$ cat config.mk
export PLATFORM = sky130hd
export DESIGN_NAME = scan_format_assignment_counter
export DESIGN_NICKNAME = d
export VERILOG_FILES = /design/src/rtl/scfac_pkg.sv /design/src/rtl/scan_format_assignment_counter.sv /design/src/rtl/scfac_parser.sv
export SDC_FILE = /design/constraint.sdc
export NUM_CORES = 1
export LEC_CHECK = 0
export BUFFER_PORTS_ARGS = -buffer_cell sky130_fd_sc_hd__buf_2
export CAP_MARGIN = 5
export CORE_MARGIN = 3
export CORE_UTILIZATION = 45
export DETAILED_ROUTE_END_ITERATION = 10
export PLACE_DENSITY = 0.65
export SLEW_MARGIN = 20
export SYNTH_ARGS = -nofsm -noshare
export SYNTH_HDL_FRONTEND = slang
export SYNTH_SLANG_ARGS = --single-unit
export TNS_END_PERCENT = 1
$ cat constraint.sdc
create_clock -name aclk -period 2.2 [get_ports aclk]
set_input_delay 0.44 -clock aclk [delete_from_list [all_inputs] [get_ports aclk]]
set_output_delay 0.44 -clock aclk [all_outputs]
set_load 0.005 [all_outputs]
$ cat src/rtl/scfac_pkg.sv
// ----------------------------------------------------------------------------
// scfac_pkg
// Shared types, character codes and letter classifiers for the scan format
// assignment counter.
// ----------------------------------------------------------------------------
package scfac_pkg;

    // Width of the internal conversion counter; it saturates at all ones.
    localparam int COUNT_BITS = 12;
    // Width of the count field on the result channel.
    localparam int ASSIGN_COUNT_W = 12;

    localparam logic [7:0] CH_PERCENT = 8'h25;
    localparam logic [7:0] CH_LBRACKET = 8'h5B;
    localparam logic [7:0] CH_RBRACKET = 8'h5D;
    localparam logic [7:0] CH_CARET = 8'h5E;
    localparam logic [7:0] CH_DIGIT_0 = 8'h30;
    localparam logic [7:0] CH_DIGIT_9 = 8'h39;

    typedef enum logic [2:0] {
        PH_TEXT    = 3'd0,
        PH_PCT     = 3'd1,
        PH_LEN1    = 3'd2,
        PH_LEN2    = 3'd3,
        PH_SETOPEN = 3'd4,
        PH_CARET   = 3'd5,
        PH_BODY    = 3'd6
    } phase_t;

    typedef struct packed {
        logic [COUNT_BITS-1:0] count;
        logic                  ended;
    } scfac_result_t;

    function automatic logic is_conv_letter(input logic [7:0] c);
        case (c) inside
            "d", "i", "o", "u", "x", "a", "e", "f", "g", "c", "s", "p",
            "A", "E", "F", "G", "X": return 1'b1;
            default: return 1'b0;
        endcase
    endfunction

    function automatic logic is_len_first(input logic [7:0] c);
        case (c) inside
            "h", "l", "j", "z", "t", "L": return 1'b1;
            default: return 1'b0;
        endcase
    endfunction

    function automatic logic is_len_second(input logic [7:0] c);
        case (c) inside
            "h", "l": return 1'b1;
            default: return 1'b0;
        endcase
    endfunction

endpackage

$ cat src/rtl/scan_format_assignment_counter.sv
// ----------------------------------------------------------------------------
// scan_format_assignment_counter
// Counts the assigning conversions of a scanf-style format string.
// ----------------------------------------------------------------------------
// Usage:
//   The input channel (s_*) takes one format byte per transaction, with
//   s_last_char marking the final byte of a string. One result transaction
//   leaves on the m_* channel for each string: the number of assigning
//   conversions (saturating at all ones) and a flag set when the string ended
//   inside a conversion or an open scanset. Bytes that are not last produce
//   no result.
//   Throughput is one byte per cycle while no last byte waits for the output
//   register. A byte is held in an input register and parsed in the next
//   cycle; for a last byte the result then passes into the output register,
//   unless the output is still holding an earlier result.
//   Reset clears the parse state, the count and both valid flags; the block
//   takes bytes in the first cycle after reset.
//   When the receiver stalls, bytes that are not last keep flowing; a last
//   byte waits in the input register until the output register is free,
//   and s_ready drops only then.
// ----------------------------------------------------------------------------
module scan_format_assignment_counter
    import scfac_pkg::*;
(
    input  logic                      aclk,
    input  logic                      aresetn,
    input  logic                      s_valid,
    output logic                      s_ready,
    input  logic [7:0]                s_format_char,
    input  logic                      s_last_char,
    output logic                      m_valid,
    input  logic                      m_ready,
    output logic [ASSIGN_COUNT_W-1:0] m_assignment_count,
    output logic                      m_ended_inside_conversion
);

    logic                      in_valid_reg;
    logic [7:0]                in_char_reg;
    logic                      in_last_reg;
    logic                      out_valid_reg;
    logic [ASSIGN_COUNT_W-1:0] out_count_reg;
    logic                      out_ended_reg;
    logic                      advance;
    scfac_result_t             result;

    // a last byte advances only if the output register can take its result
    assign advance = in_valid_reg && (!in_last_reg || !out_valid_reg || m_ready);
    assign s_ready = !in_valid_reg || advance;

    scfac_parser u_parser (
        .aclk        (aclk),
        .aresetn     (aresetn),
        .step        (advance),
        .format_char (in_char_reg),
        .last_char   (in_last_reg),
        .result      (result)
    );

    always_ff @(posedge aclk) begin
        if (!aresetn) begin
            in_valid_reg  <= 1'b0;
            out_valid_reg <= 1'b0;
        end else begin
            if (s_valid && s_ready) begin
                in_valid_reg <= 1'b1;
            end else if (advance) begin
                in_valid_reg <= 1'b0;
            end
            if (advance && in_last_reg) begin
                out_valid_reg <= 1'b1;
            end else if (m_ready) begin
                out_valid_reg <= 1'b0;
            end
        end
    end

    always_ff @(posedge aclk) begin
        if (s_valid && s_ready) begin
            in_char_reg <= s_format_char;
            in_last_reg <= s_last_char;
        end
        if (advance && in_last_reg) begin
            out_count_reg <= ASSIGN_COUNT_W'(result.count);
            out_ended_reg <= result.ended;
        end
    end

    assign m_valid                   = out_valid_reg;
    assign m_assignment_count        = out_count_reg;
    assign m_ended_inside_conversion = out_ended_reg;

endmodule

$ cat src/rtl/scfac_parser.sv
// ----------------------------------------------------------------------------
// scfac_parser
// Parse phase and saturating counter; advances one character per step and
// presents the string result on the step that carries the last character.
// ----------------------------------------------------------------------------
module scfac_parser
    import scfac_pkg::*;
(
    input  logic          aclk,
    input  logic          aresetn,
    input  logic          step,
    input  logic [7:0]    format_char,
    input  logic          last_char,
    output scfac_result_t result
);

    localparam logic [COUNT_BITS-1:0] COUNT_MAX = '1;

    phase_t                phase_reg, phase_next, phase_adv;
    logic [COUNT_BITS-1:0] count_reg, count_next, count_adv;
    logic                  bump;

    always_comb begin
        phase_adv = phase_reg;
        bump      = 1'b0;
        case (phase_reg)
            PH_PCT: begin
                if (format_char >= CH_DIGIT_0 && format_char <= CH_DIGIT_9) begin
                    phase_adv = PH_PCT;
                end else if (is_len_first(format_char)) begin
                    phase_adv = PH_LEN1;
                end else if (format_char == CH_LBRACKET) begin
                    phase_adv = PH_SETOPEN;
                end else begin
                    bump      = is_conv_letter(format_char);
                    phase_adv = PH_TEXT;
                end
            end
            PH_LEN1: begin
                if (is_len_second(format_char)) begin
                    phase_adv = PH_LEN2;
                end else begin
                    bump      = is_conv_letter(format_char);
                    phase_adv = PH_TEXT;
                end
            end
            PH_LEN2: begin
                bump      = is_conv_letter(format_char);
                phase_adv = PH_TEXT;
            end
            PH_SETOPEN: begin
                phase_adv = (format_char == CH_CARET) ? PH_CARET : PH_BODY;
            end
            PH_CARET: begin
                // the byte after "[^" is always a set member
                phase_adv = PH_BODY;
            end
            PH_BODY: begin
                if (format_char == CH_RBRACKET) begin
                    bump      = 1'b1;
                    phase_adv = PH_TEXT;
                end
            end
            default: begin
                phase_adv = (format_char == CH_PERCENT) ? PH_PCT : PH_TEXT;
            end
        endcase

        count_adv = (bump && count_reg != COUNT_MAX) ? count_reg + COUNT_BITS'(1)
                                                     : count_reg;

        result.count = count_adv;
        result.ended = (phase_adv != PH_TEXT);

        phase_next = phase_reg;
        count_next = count_reg;
        if (step) begin
            if (last_char) begin
                // start over for the next string
                phase_next = PH_TEXT;
                count_next = '0;
            end else begin
                phase_next = phase_adv;
                count_next = count_adv;
            end
        end
    end

    always_ff @(posedge aclk) begin
        if (!aresetn) begin
            phase_reg <= PH_TEXT;
            count_reg <= '0;
        end else begin
            phase_reg <= phase_next;
            count_reg <= count_next;
        end
    end

endmodule

==> results.cfg <==
[outcome]
status = finished, violations left
violations = setup timing

[power_and_ir_drop]
p_sw_share_pct = 24.2
ir_worst_vdd_mv = 0.356
p_leak_nw = 1.31
p_clk_share_pct = 36.5
pwr-share-comb_pct = 11.2
p_switching_w = 0.000369
seq_power_share_pct = 52.2
p_int_w = 0.00115
p_per_area_nw_per_um2 = 484

[synth]
synthCells = 242
yosys-top-cells-count = edfxtp_1, nand2_1, dfxtp_1
yosysUniqueCellTypes = 64
avgSynthCellArea_um2 = 9.56
synth.largest_area_cell = edfxtp_1
ys.warnings.count = 0
ys_ff_latch = 39
synth.cell_area_um2 = 2310
synth_nets = 256
synth-edff-count = 22
synth_most_common_cell = edfxtp_1
synthTopCellsByArea = edfxtp_1, dfxtp_1, nand2_1
synth_top_cell_area_share_pct = 28.5
ys_async_sr_fraction_pct = 0
synth_ff_type = edfxtp_1
seq_area_frac_synth_pct = 43.2

[clock_network]
h-tree-depth = 2
ctsHoldBuffers = 0
insertion_delay_ns = 0.29
cts_inserted_buffers = 5
cts_tree = built
cts_sinks = 39
clockRootBuffer = clkbuf_8
clkTransAtPathRegs_ns = 0.08
clockBufferDepth = 2

[timing]
fmax_mhz = 422
hold_viol_final = 0
fin_skew_ns = 0.0115
worst_slew_pin_slew_ns = 0.850
slew_headroom_pct = 43.1
setup_ws_ns = -0.170
finalSetupViolCount = 13
tns_ns = -0.767
grt_setup_unrepaired = yes
period_needed_ns = 2.37
finalCritPeriodShare_pct = 108
drv_slew = 0

[worst_setup_path]
critPathTopFamily = simple AND/OR/NAND/NOR gates
reg2regPathDepth = 7
cp.arrival_ns = 2.42
crit_chain = and4bb_1 > a31oi_1 > o311ai_1 > a221oi_2 > buf_4 > or4_4 > xnor2_1
slowest_stage = or4_4
r2r_end = m_assignment_count[11]
endpoint_kind = flop
worstPathRequired_ns = 2.25
critPathMaxFanout = 7
worstSetupStartpointType = flop
cp_slowest_stage_delay_ns = 0.54
path_class = flop to flop
r2r-start = in_char_reg[3]
reg2reg_slack_ns = -0.17
worstPathBufferInverterCount = 1

[floorplanning]
num_io_pins = 28
fp.coreArea_um2 = 4850
core.rowCount = 25
initial_utilization_pct = 47.7
dieHeight_um = 77.7
die_x_um = 77.7
die-area_um2 = 6040

[route]
wirelength_um = 5980
wl_per_cell_um = 15.5
remaining_drc_errors = 0
drt_iter0_drc = 161
vias_per_cell = 5.90
ant_nets = 0
drt_pass1_iterations = 5
vias = 2278

[cells_and_area]
area_growth_pct = 36.0
finalCoreUtilization_pct = 64.9
n_antenna_cell = 0
nNetsFinal = 332
multi_input_area_um2 = 1360
drive_above_1_share_pct = 35.7
nFillCells = 390
regArea_um2 = 1000

[grt]
grt_pass1_wl_um = 10000
grt_max_degree = 15
antenna_found_initial = 0
globalRouteTotalUtil_pct = 20.8
gr-total-overflow = 0
grt_pass1_vias = 2077

[hold_path]
whs_path_depth = 1
min_to = in_char_reg[7]
min_from = s_format_char[7]
hp-class = primary input to flop

[place]
dp_hpwl_um = 4340
gp_congestion = 0.904
io_buffers = 27

[job]
drv_cap = 0
==> per-layer routing <==
layer	vias up	part of all wire, %	track usage [%]	routed length, µm
met5	-	0	0	0
met3	6	6.3	3.71	376
met1	1103	48	30.5	2860
met2	72	45	31.2	2680
li1	1097	-	-	-
met4	0	1.0	6.05	61
==> final cells by class <==
| cell class | instances | share of cell area [%] |
|---|---|---|
| clock buffers | 6 | 2.98 |
| clock inverters | 2 | 0.437 |
| inverters | 9 | 1.07 |
| multi-input cells | 181 | 43.3 |
| flip-flops and latches | 39 | 31.8 |
| well taps | 67 | 2.66 |
| repair buffers | 82 | 17.8 |
==> worst max path at each step <==
| stage | from | endpoint | cells past startpoint |
|---|---|---|---|
| 2_1_floorplan | in_char_reg[1] | m_assignment_count[11] | 7 |
| 3_3_place_gp | in_char_reg[4] | m_assignment_count[11] | 7 |
| 3_5_place_dp | in_char_reg[2] | m_assignment_count[11] | 7 |
| 4_1_cts | in_char_reg[3] | m_assignment_count[11] | 7 |
| 5_1_grt | in_char_reg[1] | m_assignment_count[11] | 7 |
| 6_report | in_char_reg[3] | m_assignment_count[11] | 7 |
==> cells by family (layout without fill, tap and decap cells) <==
logic type      after synthesis  after routing  share of synthesized area, %
compound gates               63             63                          20.2
xor+xnor                     11             11                          4.16
fa+ha+maj                     1              1                         0.540
buf+inv                      22             99                          4.22
flops                        39             39                          43.2
mux                           3              3                          1.41
simple gates                103            103                          26.2
==> timing repair <==
item | 4_1_cts | 5_1_grt
endpoints found under the setup margin | 24 | 25
pin swaps | 6 | 2
buffers inserted | 7 | 1
resized for setup | 18 | 13
==> stage by stage <==
step                      hold slack (ns)  std cells  area (µm²)  power, W  setup slack [ns]
final                               0.329        386        3150   0.00152            -0.170
after global routing                0.313        386        3150   0.00159            -0.266
after CTS                           0.316        385        3080   0.00153            -0.139
after detailed placement            0.525        370        2830  0.000956            -0.261
after global placement              0.532        370        2830  0.000954            -0.243
after floorplan                     0.472        242        2330  0.000887           -0.0902
==> layout by cell type (no fill, tap or decap), drive strengths merged, types with 7 or more instances in the layout <==
master,Yosys,routed
buf,6,82
nor2,16,16
nand4,7,7
nand2,18,18
o31ai,7,7
a21oi,7,7
edfxtp,22,22
nor3,7,7
a31oi,10,10
inv,9,9
dfxtp,17,17
nand3,9,9
==> power groups by stage <==
stage          Combinational, W  Clock [W]  Sequential, W
2_1_floorplan         0.0000780          0       0.000809
3_3_place_gp           0.000136          0       0.000819
3_5_place_dp           0.000137          0       0.000819
4_1_cts                0.000164   0.000575       0.000795
5_1_grt                0.000187   0.000603       0.000798
6_report               0.000171   0.000557       0.000796
(Power assumes the default switching activity.)
